`config.mk`:
```
export PLATFORM = sky130hd
export DESIGN_NAME = i2c_register_map_target_top_flat
export DESIGN_NICKNAME = d
export VERILOG_FILES = /design/src/rtl/i2crm_pkg.sv /design/src/rtl/i2crm_item_if.sv /design/src/rtl/i2crm_result_if.sv /design/src/rtl/i2crm_ram.sv /design/src/rtl/i2crm_ctrl.sv /design/src/rtl/i2crm_resp.sv /design/src/rtl/i2c_register_map_target_top.sv /design/src/flat_wrapper.sv
export VERILOG_INCLUDE_DIRS = /design/src /design/src/rtl
export SDC_FILE = /design/constraint.sdc
export NUM_CORES = 2
export LEC_CHECK = 0
export BUFFER_PORTS_ARGS = -buffer_cell sky130_fd_sc_hd__buf_4
export CAP_MARGIN = 20
export CORE_MARGIN = 10
export CORE_UTILIZATION = 35
export CTS_BUF_LIST = sky130_fd_sc_hd__clkbuf_16
export CTS_CLUSTER_DIAMETER = 40
export CTS_CLUSTER_SIZE = 28
export DETAILED_ROUTE_END_ITERATION = 10
export SYNTH_ARGS = -nofsm -noshare
export SYNTH_HDL_FRONTEND = slang
export SYNTH_HIERARCHICAL = 1
export SYNTH_SLANG_ARGS = --single-unit
```
`constraint.sdc`:
```
create_clock -name clk -period 5.19 [get_ports clk]
set_input_delay 0.2595 -clock clk [delete_from_list [all_inputs] [get_ports clk]]
set_output_delay 0.2595 -clock clk [all_outputs]
set_load 0.05 [all_outputs]
```
`src/rtl/i2c_register_map_target_top_defines.svh`:
```
// ----------------------------------------------------------------------------
// I2C register map target assertion macros
// Shared assertion wrappers, clocked on clk and disabled during rst.
// ----------------------------------------------------------------------------
`ifndef I2C_REGISTER_MAP_TARGET_TOP_DEFINES_SVH
`define I2C_REGISTER_MAP_TARGET_TOP_DEFINES_SVH

`ifndef ASSERT_OFF
`define I2CRM_ASSERT_IMPL(lbl, ante, cons) \
  lbl: assert property (@(posedge clk) disable iff (rst) (ante) |-> (cons)) \
    else $error("assertion failed");
`define I2CRM_ASSERT_NEXT(lbl, ante, cons) \
  lbl: assert property (@(posedge clk) disable iff (rst) (ante) |=> (cons)) \
    else $error("assertion failed");
`else
`define I2CRM_ASSERT_IMPL(lbl, ante, cons)
`define I2CRM_ASSERT_NEXT(lbl, ante, cons)
`endif

`endif

```
`src/rtl/i2crm_pkg.sv`:
```
// ----------------------------------------------------------------------------
// I2C register map target package
// Action codes, address windows, result codes and the pipeline record.
// ----------------------------------------------------------------------------
`timescale 1ns / 1ps

package i2crm_pkg;

  localparam logic [2:0] ACT_WRITE_START = 3'd0;
  localparam logic [2:0] ACT_READ_START  = 3'd1;
  localparam logic [2:0] ACT_RX_BYTE     = 3'd2;
  localparam logic [2:0] ACT_TX_REQUEST  = 3'd3;
  localparam logic [2:0] ACT_STOP        = 3'd4;
  localparam logic [2:0] ACT_LOCAL_WRITE = 3'd5;
  localparam logic [2:0] ACT_LOCAL_READ  = 3'd6;

  localparam logic [7:0] WR_LOW_END    = 8'h4F;
  localparam logic [7:0] WR_SINGLE     = 8'h70;
  localparam logic [7:0] WR_HIGH_START = 8'h90;

  localparam logic [1:0] CHK_NONE     = 2'd0;
  localparam logic [1:0] CHK_MATCH    = 2'd1;
  localparam logic [1:0] CHK_MISMATCH = 2'd2;

  typedef enum logic [2:0] {
    OP_NONE        = 3'd0,
    OP_SUM_CLEAR   = 3'd1,
    OP_SUM_ADD     = 3'd2,
    OP_COMPARE     = 3'd3,
    OP_TX_DATA     = 3'd4,
    OP_TX_CHECKSUM = 3'd5,
    OP_LOCAL_READ  = 3'd6
  } op_t;

  typedef struct packed {
    op_t        op;
    logic [7:0] data;
    logic       stored;
    logic       rd_hit;
  } pipe_t;

  function automatic logic addr_writable(input logic [7:0] a);
    return (a <= WR_LOW_END) || (a == WR_SINGLE) || (a >= WR_HIGH_START);
  endfunction

endpackage

```
`src/rtl/i2crm_item_if.sv`:
```
// ----------------------------------------------------------------------------
// I2C register map target input channel
// Valid/ready channel carrying one bus or local action per transaction.
// ----------------------------------------------------------------------------
`timescale 1ns / 1ps

interface i2crm_item_if;
  logic       valid;
  logic       ready;
  logic [2:0] action;
  logic [7:0] bus_data;
  logic [7:0] local_addr;

  modport source (output valid, action, bus_data, local_addr, input ready);
  modport sink (input valid, action, bus_data, local_addr, output ready);
endinterface

```
`src/rtl/i2crm_result_if.sv`:
```
// ----------------------------------------------------------------------------
// I2C register map target result channel
// Valid/ready channel carrying one result per transaction.
// ----------------------------------------------------------------------------
`timescale 1ns / 1ps

interface i2crm_result_if;
  logic       valid;
  logic       ready;
  logic [7:0] out_byte;
  logic       tx_is_checksum;
  logic       stored;
  logic [1:0] check_result;

  modport source (output valid, out_byte, tx_is_checksum, stored, check_result,
                  input ready);
  modport sink (input valid, out_byte, tx_is_checksum, stored, check_result,
                output ready);
endinterface

```
`src/rtl/i2crm_ram.sv`:
```
// ----------------------------------------------------------------------------
// Generic single-write, single-read RAM
// One write port and one read port with registered, enabled read data.
// ----------------------------------------------------------------------------
`timescale 1ns / 1ps

module i2crm_ram #(
  parameter int WIDTH  = 8,
  parameter int DEPTH  = 144,
  parameter int ADDR_W = (DEPTH > 1) ? $clog2(DEPTH) : 1
) (
  input  logic              clk,
  input  logic              we,
  input  logic [ADDR_W-1:0] waddr,
  input  logic [WIDTH-1:0]  wdata,
  input  logic              re,
  input  logic [ADDR_W-1:0] raddr,
  output logic [WIDTH-1:0]  rdata
);

  logic [WIDTH-1:0] mem [DEPTH];

  always_ff @(posedge clk) begin
    if (we) begin
      mem[waddr] <= wdata;
    end
    if (re) begin
      rdata <= mem[raddr];
    end
  end

endmodule

```
`src/rtl/i2crm_ctrl.sv`:
```
// ----------------------------------------------------------------------------
// I2C register map target frame control
// Decodes actions, tracks pointer and framing, drives the map ports and
// per-entry written bits, and hands each transaction to the response stage.
// ----------------------------------------------------------------------------
`timescale 1ns / 1ps

module i2crm_ctrl import i2crm_pkg::*; #(
  parameter int MAP_SIZE = 144,
  parameter int ADDR_W   = (MAP_SIZE > 1) ? $clog2(MAP_SIZE) : 1
) (
  input  logic              clk,
  input  logic              rst,
  i2crm_item_if.sink        item,
  output pipe_t             pipe,
  output logic              pipe_valid,
  input  logic              pipe_ready,
  output logic              ram_we,
  output logic [ADDR_W-1:0] ram_waddr,
  output logic [7:0]        ram_wdata,
  output logic              ram_re,
  output logic [ADDR_W-1:0] ram_raddr
);

  logic [7:0]          reg_pointer, reg_pointer_next;
  logic                expect_address, expect_address_next;
  logic [7:0]          frame_length, frame_length_next;
  logic [7:0]          byte_count, byte_count_next;
  logic [MAP_SIZE-1:0] written;

  logic       accept;
  logic       we, re, rd_in_range, stored;
  logic [7:0] waddr, raddr;
  logic [8:0] ptr_plus;
  logic [7:0] ptr_inc;
  logic       ptr_in_range, laddr_in_range, rd_hit;
  op_t        op;

  assign item.ready = !pipe_valid || pipe_ready;
  assign accept     = item.valid && item.ready;

  assign ptr_plus       = {1'b0, reg_pointer} + 9'd1;
  assign ptr_inc        = (ptr_plus >= 9'(MAP_SIZE)) ? 8'd0 : ptr_plus[7:0];
  assign ptr_in_range   = {1'b0, reg_pointer} < 9'(MAP_SIZE);
  assign laddr_in_range = {1'b0, item.local_addr} < 9'(MAP_SIZE);

  always_comb begin
    reg_pointer_next    = reg_pointer;
    expect_address_next = expect_address;
    frame_length_next   = frame_length;
    byte_count_next     = byte_count;
    we          = 1'b0;
    re          = 1'b0;
    waddr       = reg_pointer;
    raddr       = reg_pointer;
    rd_in_range = 1'b0;
    stored      = 1'b0;
    op          = OP_NONE;
    case (item.action)
      ACT_WRITE_START: begin
        expect_address_next = 1'b1;
      end
      ACT_READ_START: begin
        expect_address_next = 1'b0;
        byte_count_next     = 8'd0;
        op                  = OP_SUM_CLEAR;
      end
      ACT_RX_BYTE: begin
        if (expect_address) begin
          reg_pointer_next    = item.bus_data;
          expect_address_next = 1'b0;
          byte_count_next     = 8'd0;
          op                  = OP_SUM_CLEAR;
        end else if (byte_count == 8'd0) begin
          frame_length_next = item.bus_data;
          byte_count_next   = 8'd1;
        end else if (byte_count <= frame_length) begin
          if (ptr_in_range && addr_writable(reg_pointer)) begin
            we     = 1'b1;
            stored = 1'b1;
          end
          op               = OP_SUM_ADD;
          reg_pointer_next = ptr_inc;
          byte_count_next  = byte_count + 8'd1;
        end else begin
          op = OP_COMPARE;
        end
      end
      ACT_TX_REQUEST: begin
        if (byte_count < frame_length) begin
          re               = 1'b1;
          rd_in_range      = ptr_in_range;
          op               = OP_TX_DATA;
          reg_pointer_next = ptr_inc;
          byte_count_next  = byte_count + 8'd1;
        end else begin
          op              = OP_TX_CHECKSUM;
          byte_count_next = 8'd0;
        end
      end
      ACT_STOP: begin
        reg_pointer_next    = 8'd0;
        expect_address_next = 1'b0;
        frame_length_next   = 8'd0;
        byte_count_next     = 8'd0;
        op                  = OP_SUM_CLEAR;
      end
      ACT_LOCAL_WRITE: begin
        we    = laddr_in_range;
        waddr = item.local_addr;
      end
      ACT_LOCAL_READ: begin
        re          = 1'b1;
        raddr       = item.local_addr;
        rd_in_range = laddr_in_range;
        op          = OP_LOCAL_READ;
      end
      default: begin
        op = OP_NONE;
      end
    endcase
  end

  assign rd_hit    = rd_in_range && written[raddr[ADDR_W-1:0]];
  assign ram_we    = accept && we;
  assign ram_waddr = waddr[ADDR_W-1:0];
  assign ram_wdata = item.bus_data;
  assign ram_re    = accept && re;
  assign ram_raddr = raddr[ADDR_W-1:0];

  always_ff @(posedge clk) begin
    if (rst) begin
      reg_pointer    <= 8'd0;
      expect_address <= 1'b0;
      frame_length   <= 8'd0;
      byte_count     <= 8'd0;
      written        <= '0;
      pipe_valid     <= 1'b0;
    end else begin
      if (accept) begin
        reg_pointer    <= reg_pointer_next;
        expect_address <= expect_address_next;
        frame_length   <= frame_length_next;
        byte_count     <= byte_count_next;
        pipe_valid     <= 1'b1;
        if (we) begin
          written[waddr[ADDR_W-1:0]] <= 1'b1;
        end
      end else if (pipe_ready) begin
        pipe_valid <= 1'b0;
      end
    end
  end

  always_ff @(posedge clk) begin
    if (accept) begin
      pipe.op     <= op;
      pipe.data   <= item.bus_data;
      pipe.stored <= stored;
      pipe.rd_hit <= rd_hit;
    end
  end

endmodule

```
`src/rtl/i2crm_resp.sv`:
```
// ----------------------------------------------------------------------------
// I2C register map target response stage
// Keeps the running sum, forms checksum bytes and comparisons, and holds
// the result register toward the sink.
// ----------------------------------------------------------------------------
`timescale 1ns / 1ps

module i2crm_resp import i2crm_pkg::*; (
  input  logic           clk,
  input  logic           rst,
  input  pipe_t          pipe,
  input  logic           pipe_valid,
  output logic           pipe_ready,
  input  logic [7:0]     ram_rdata,
  i2crm_result_if.source result
);

  logic [7:0] running_sum, running_sum_next;
  logic [7:0] rbyte, ob;
  logic       is_ck, st;
  logic [1:0] chk;
  logic       advance;

  assign pipe_ready = !result.valid || result.ready;
  assign advance    = pipe_valid && pipe_ready;
  assign rbyte      = pipe.rd_hit ? ram_rdata : 8'd0;

  always_comb begin
    running_sum_next = running_sum;
    ob    = 8'd0;
    is_ck = 1'b0;
    st    = 1'b0;
    chk   = CHK_NONE;
    case (pipe.op)
      OP_SUM_CLEAR: begin
        running_sum_next = 8'd0;
      end
      OP_SUM_ADD: begin
        running_sum_next = running_sum + pipe.data;
        st               = pipe.stored;
      end
      OP_COMPARE: begin
        chk = (~running_sum == pipe.data) ? CHK_MATCH : CHK_MISMATCH;
      end
      OP_TX_DATA: begin
        ob               = rbyte;
        running_sum_next = running_sum + rbyte;
      end
      OP_TX_CHECKSUM: begin
        ob    = ~running_sum;
        is_ck = 1'b1;
      end
      OP_LOCAL_READ: begin
        ob = rbyte;
      end
      default: begin
        ob = 8'd0;
      end
    endcase
  end

  always_ff @(posedge clk) begin
    if (rst) begin
      running_sum  <= 8'd0;
      result.valid <= 1'b0;
    end else begin
      if (advance) begin
        running_sum  <= running_sum_next;
        result.valid <= 1'b1;
      end else if (result.ready) begin
        result.valid <= 1'b0;
      end
    end
  end

  always_ff @(posedge clk) begin
    if (advance) begin
      result.out_byte       <= ob;
      result.tx_is_checksum <= is_ck;
      result.stored         <= st;
      result.check_result   <= chk;
    end
  end

endmodule

```
`src/rtl/i2c_register_map_target_top.sv`:
```
// ----------------------------------------------------------------------------
// I2C register map target top level
// Path: an accepted transaction is registered in the pipe record and the map
// read data, then in the result register once the result slot is free.
// Throughput: one transaction per cycle while results are taken; the
// map RAM has one write and one read port; each action uses it at most once.
// Reset: synchronous; the map reads as zero at once through per-entry
// written bits, with no clearing pass.
// ----------------------------------------------------------------------------
`timescale 1ns / 1ps
`include "i2c_register_map_target_top_defines.svh"

module i2c_register_map_target_top import i2crm_pkg::*; #(
  parameter int MAP_SIZE = 144
) (
  input  logic           clk,
  input  logic           rst,
  i2crm_item_if.sink     item,
  i2crm_result_if.source result
);

  localparam int AW = (MAP_SIZE > 1) ? $clog2(MAP_SIZE) : 1;

  pipe_t          pipe;
  logic           pipe_valid;
  logic           pipe_ready;
  logic           ram_we;
  logic [AW-1:0]  ram_waddr;
  logic [7:0]     ram_wdata;
  logic           ram_re;
  logic [AW-1:0]  ram_raddr;
  logic [7:0]     ram_rdata;

  i2crm_ctrl #(
    .MAP_SIZE (MAP_SIZE),
    .ADDR_W   (AW)
  ) u_ctrl (
    .clk        (clk),
    .rst        (rst),
    .item       (item),
    .pipe       (pipe),
    .pipe_valid (pipe_valid),
    .pipe_ready (pipe_ready),
    .ram_we     (ram_we),
    .ram_waddr  (ram_waddr),
    .ram_wdata  (ram_wdata),
    .ram_re     (ram_re),
    .ram_raddr  (ram_raddr)
  );

  i2crm_ram #(
    .WIDTH  (8),
    .DEPTH  (MAP_SIZE),
    .ADDR_W (AW)
  ) u_map (
    .clk   (clk),
    .we    (ram_we),
    .waddr (ram_waddr),
    .wdata (ram_wdata),
    .re    (ram_re),
    .raddr (ram_raddr),
    .rdata (ram_rdata)
  );

  i2crm_resp u_resp (
    .clk        (clk),
    .rst        (rst),
    .pipe       (pipe),
    .pipe_valid (pipe_valid),
    .pipe_ready (pipe_ready),
    .ram_rdata  (ram_rdata),
    .result     (result)
  );

  `I2CRM_ASSERT_IMPL(a_stall_blocks_input, pipe_valid && !pipe_ready, !item.ready)
  `I2CRM_ASSERT_NEXT(a_accept_fills_pipe, item.valid && item.ready, pipe_valid)
  `I2CRM_ASSERT_IMPL(a_st_ck, result.valid && result.stored, !result.tx_is_checksum)
  `I2CRM_ASSERT_IMPL(a_st_chk, result.valid && result.stored, result.check_result == CHK_NONE)

endmodule

```
`src/flat_wrapper.sv`:
```
// flat-port wrapper written by rule: the top's interface ports become plain ports
module i2c_register_map_target_top_flat import i2crm_pkg::*;
#(
  parameter int MAP_SIZE = 144
)
  (clk, rst, item_valid, item_action, item_bus_data, item_local_addr, item_ready, result_valid, result_out_byte, result_tx_is_checksum, result_stored, result_check_result, result_ready);
  i2crm_item_if item_i ();
  i2crm_result_if result_i ();
  input  logic clk;
  input  logic rst;
  input wire logic [$bits(item_i.valid)-1:0] item_valid;
  input wire logic [$bits(item_i.action)-1:0] item_action;
  input wire logic [$bits(item_i.bus_data)-1:0] item_bus_data;
  input wire logic [$bits(item_i.local_addr)-1:0] item_local_addr;
  output wire logic [$bits(item_i.ready)-1:0] item_ready;
  output wire logic [$bits(result_i.valid)-1:0] result_valid;
  output wire logic [$bits(result_i.out_byte)-1:0] result_out_byte;
  output wire logic [$bits(result_i.tx_is_checksum)-1:0] result_tx_is_checksum;
  output wire logic [$bits(result_i.stored)-1:0] result_stored;
  output wire logic [$bits(result_i.check_result)-1:0] result_check_result;
  input wire logic [$bits(result_i.ready)-1:0] result_ready;
  assign item_i.valid = item_valid;
  assign item_i.action = item_action;
  assign item_i.bus_data = item_bus_data;
  assign item_i.local_addr = item_local_addr;
  assign item_ready = item_i.ready;
  assign result_valid = result_i.valid;
  assign result_out_byte = result_i.out_byte;
  assign result_tx_is_checksum = result_i.tx_is_checksum;
  assign result_stored = result_i.stored;
  assign result_check_result = result_i.check_result;
  assign result_i.ready = result_ready;
  i2c_register_map_target_top #(.MAP_SIZE(MAP_SIZE)) u_core (.clk(clk), .rst(rst), .item(item_i), .result(result_i));
endmodule
```
==> key figures <==
CTS
  • Worst-skew pair later-pin latency: 800 ps
  • # resized after CTS: 0
  • Clock root cell: clkbuf_16
  • Clk sinks: 1364
  • Clock Path Buffers: 3
  • CTS Buf Count: 165
  • CTS tree: yes
  • H-Tree Depth: 4
  • Worst-path clk slew: 60 ps

Route
  • TritonRoute pass-1 iters: 5
  • Initial DRC count: 4055
  • Detailed-route vias per instance: 5.497
  • Detail Route Antenna Nets: 0
  • WL final: 146000 um
  • DRC: 0
  • Drt wl/cell: 25.19 um
  • DR vias: 31860

Power and ir drop
  • Net Switching: 0.006000 W
  • P_int: 0.01917 W
  • Combinational fraction of design power: 7.3%
  • Maximum vdd ir drop: 0.3564 mV
  • Sequential share of power: 47.6%
  • Tot Pwr: 0.02517 W
  • Cell Pwr Density: 390.3 nW/um^2
  • Leakage power: 20.52 nW
  • Switching Share: 23.84%
  • Clock network fraction of design power: 45.2%

Setup path
  • Crit path to: u_core/u_map/mem[22][5]
  • Worst Setup Path Type: reg2reg
  • Arrival time at the worst endpoint: 4870 ps
  • Reg2reg end: u_core/u_map/mem[22][5]
  • Slowest CP cell: nor2_1
  • Crit. Startpoint: u_core/u_ctrl/byte_count[2]
  • Worst path bufs/invs: 1
  • CP Launch Type: register
  • Critical path peak fanout: 19
  • Endpoint class of the critical path: register
  • Critical path required time: 5600 ps
  • Critical path cell sequence: ha_1 -> and3_1 -> a221o_1 -> a221oi_4 -> o2111a_2 -> o21ai_4 -> inv_1 -> nand3_1 -> nor2_1
  • Crit Reg-Reg Startpoint: u_core/u_ctrl/byte_count[2]
  • Max incr delay on CP: 810 ps
  • Delay-heaviest family, CP: simple AND/OR/NAND/NOR gates
  • R2R Setup Slk: 730 ps
  • Reg2reg path depth: 9
  • Levels on crit path: 9

Run
  • Max-Cap Viols: 0

Synth
  • Register area share after synthesis: 70.50%
  • Total number of yosys warnings: 6
  • Synth Cell Area: 55560 sq um
  • Synth Instances: 3373
  • Synth top area share: 64.05%
  • Yosys reg bits: 1364
  • Mux cell area share after synthesis: 13.84%
  • Top-count cell post-synth: edfxtp_1
  • Most area-consuming cells after synthesis: edfxtp_1 64%, mux4_2 8.9%, dfxtp_1 6.5%, mux2i_1 2.7%, nor2_1 2.5%
  • XOR/XNOR share of the synthesized area: 0.3311%
  • Synth Area in Compound Gates: 5.457%
  • Synth Area in Adders: 0.4820%
  • Synth Flop Type: edfxtp_1
  • Commonest cells in the netlist: 1185 x edfxtp_1, 363 x nor2_1, 230 x a21oi_1, 219 x mux4_2, 203 x nand2_1
  • Largest family of logic cells by synthesized area: multiplexers
  • Async SR Flop Fraction: 0%
  • Syn Area/Cell: 16.47 sq um
  • Post-synth net total: 3416
  • Synth area leader: edfxtp_1
  • Synth Area in Simple Gates: 6.756%
  • Netlist cell types: 91
  • Post-synth EDFFs: 1185

Timing
  • Setup TNS: 0 ps
  • Skew final: 41.28 ps
  • Final cycle utilization of the critical path: 85.93%
  • Min cycle time layout: 4460 ps
  • Max_slew headroom: 26.53%
  • RSZ-0062 raised after global routing: false
  • Setup Viol. Count Final: 0
  • Max Freq: 224.2 MHz
  • Final Hold Vio Count: 0
  • Worst-Margin Slew: 1097 ps
  • Count of final max-slew check failures: 0

Die
  • Die Y: 418.4 um
  • # IOs: 37
  • Core area: 158000 sq um
  • Die ar.: 175100 sq um
  • Die X: 418.4 um
  • Initial Utilization: 35.16%
  • Rows: 146

Global routing
  • Initial antenna violation count: 3
  • First-pass GRT wire length: 216200 um
  • Total Routing Usage GR: 16.38%
  • Largest net degree at the start of global routing: 101
  • Vias in the first global route: 31181
  • Remaining Overflow, GRT: 0

Placed design
  • IO buf count: 36
  • GPL Wtd Cong: 0.8640
  • HPWL after detailed placement: 92720 um

Worst hold path
  • Worst Hold Launch: rst
  • Hold WC Path Type: in2reg

Cells and area
  • Nets@finish: 3630
  • Ant. Diodes: 0
  • Area grow syn2layout: 16.08%
  • Share of cells above drive strength 1: 20.92%

Run status
  • Status: complete, no violations
[metrics by stage]
step                      util [%]  cells  cell area (sq um)  setup WS [ps]  hold slack (ps)
final                        40.81   5796              64490          730.3            61.51
after detailed placement     37.24   5480              58850          786.8            446.3
after floorplan                  -   3373              55560           1418            358.4
after global placement       37.24   5480              58850          806.3            442.3
after global routing         40.81   5796              64490          499.1            82.18
after CTS                    40.80   5795              64480          738.4            7.365
[routing by layer]
| metal | vias up | routed length, um | track usage [%] | share of wire [%] |
|---|---|---|---|---|
| li1 | 13713 | - | - | - |
| met1 | 16551 | 63010 | 23.36 | 43 |
| met2 | 1377 | 67100 | 25.03 | 46 |
| met3 | 217 | 12010 | 3.343 | 8.2 |
| met4 | 2 | 3864 | 5.343 | 2.6 |
| met5 | - | 13 | 0 | 0.0089 |
[flip-flops by register name (all words and copies together), names as in the netlist, 2 cells and up]
register,count
u_core/u_map/mem,1152
u_core/u_ctrl/frame_length,8
u_core/u_ctrl/written,144
u_core/u_map/rdata,8
u_core/u_ctrl/reg_pointer,8
u_core/u_resp/result.check_result,2
u_core/u_resp/result.out_byte,8
u_core/u_ctrl/byte_count,8
u_core/u_ctrl/pipe,13
u_core/u_resp/running_sum,8
[timing repair]
item                                    4_1_cts  5_1_grt
endpoints found under the hold margin        90        0
endpoints found under the setup margin        0        0
hold buffers                                 11        0
setup buffers                                 0        0
[layout by cell type, fill, tap and decap left out, types with 13 or more instances in the layout]
master / netlist / routed
a211oi_1: 20 / 20
a21oi_1: 230 / 228
a22oi_1: 89 / 89
a31oi_1: 13 / 13
and2_1: 13 / 13
buf_4: 19 / 228
clkbuf_16: 0 / 166
clkinv_1: 0 / 27
clkinv_2: 0 / 17
clkinv_4: 0 / 14
dfxtp_1: 179 / 179
edfxtp_1: 1185 / 1185
ha_1: 19 / 19
inv_1: 33 / 52
inv_6: 0 / 18
mux2_2: 14 / 14
mux2i_1: 150 / 147
mux4_1: 41 / 41
mux4_2: 219 / 219
nand2_1: 203 / 203
nand2b_1: 18 / 18
nand3_1: 86 / 86
nand4_1: 32 / 32
nor2_1: 363 / 362
nor2b_1: 25 / 23
nor3_1: 15 / 15
o21ai_0: 40 / 39
[final cells by class]
class | count | area, sq um
Inverter | 41 | 176.4
Clock inverter | 138 | 1363
Multi-Input combinational cell | 1764 | 14980
Sequential cell | 1364 | 39170
Fill cell | 14069 | 93530
Timing Repair Buffer | 251 | 2053
Tap cell | 2072 | 2592
Clock buffer | 166 | 4154
[cell families (layout without fill, tap and decap cells)]
kind of cell	count (synthesis)	in the layout
DFF	1364	1364
muxes	425	425
and+or+nand+nor	816	816
buffers and inverters	245	596
AOI/OAI and AO/OA	481	481
adders and majority gates	21	21
xor gates and xnor gates	21	21
[power groups by stage]
stage	clock [W]	sequential, W	combinational [W]
after floorplan	0	0.0122	0.00121
after global placement	0	0.0122	0.00181
after detailed placement	0	0.0122	0.00182
after CTS	0.0116	0.0120	0.00182
after global routing	0.0121	0.0120	0.00193
final	0.0114	0.0120	0.00182
[worst min-delay path by stage]
stage,slack (ps),to,cells after the start
6_report,60,u_core/u_ctrl/written[107],2
5_1_grt,80,u_core/u_ctrl/written[63],2
4_1_cts,7,u_core/u_ctrl/written[92],2
3_5_place_dp,450,u_core/u_ctrl/frame_length[7],2
3_3_place_gp,440,u_core/u_ctrl/frame_length[7],2
2_1_floorplan,360,u_core/u_ctrl/pipe[2],0
Power figures use the tool's default switching activity.
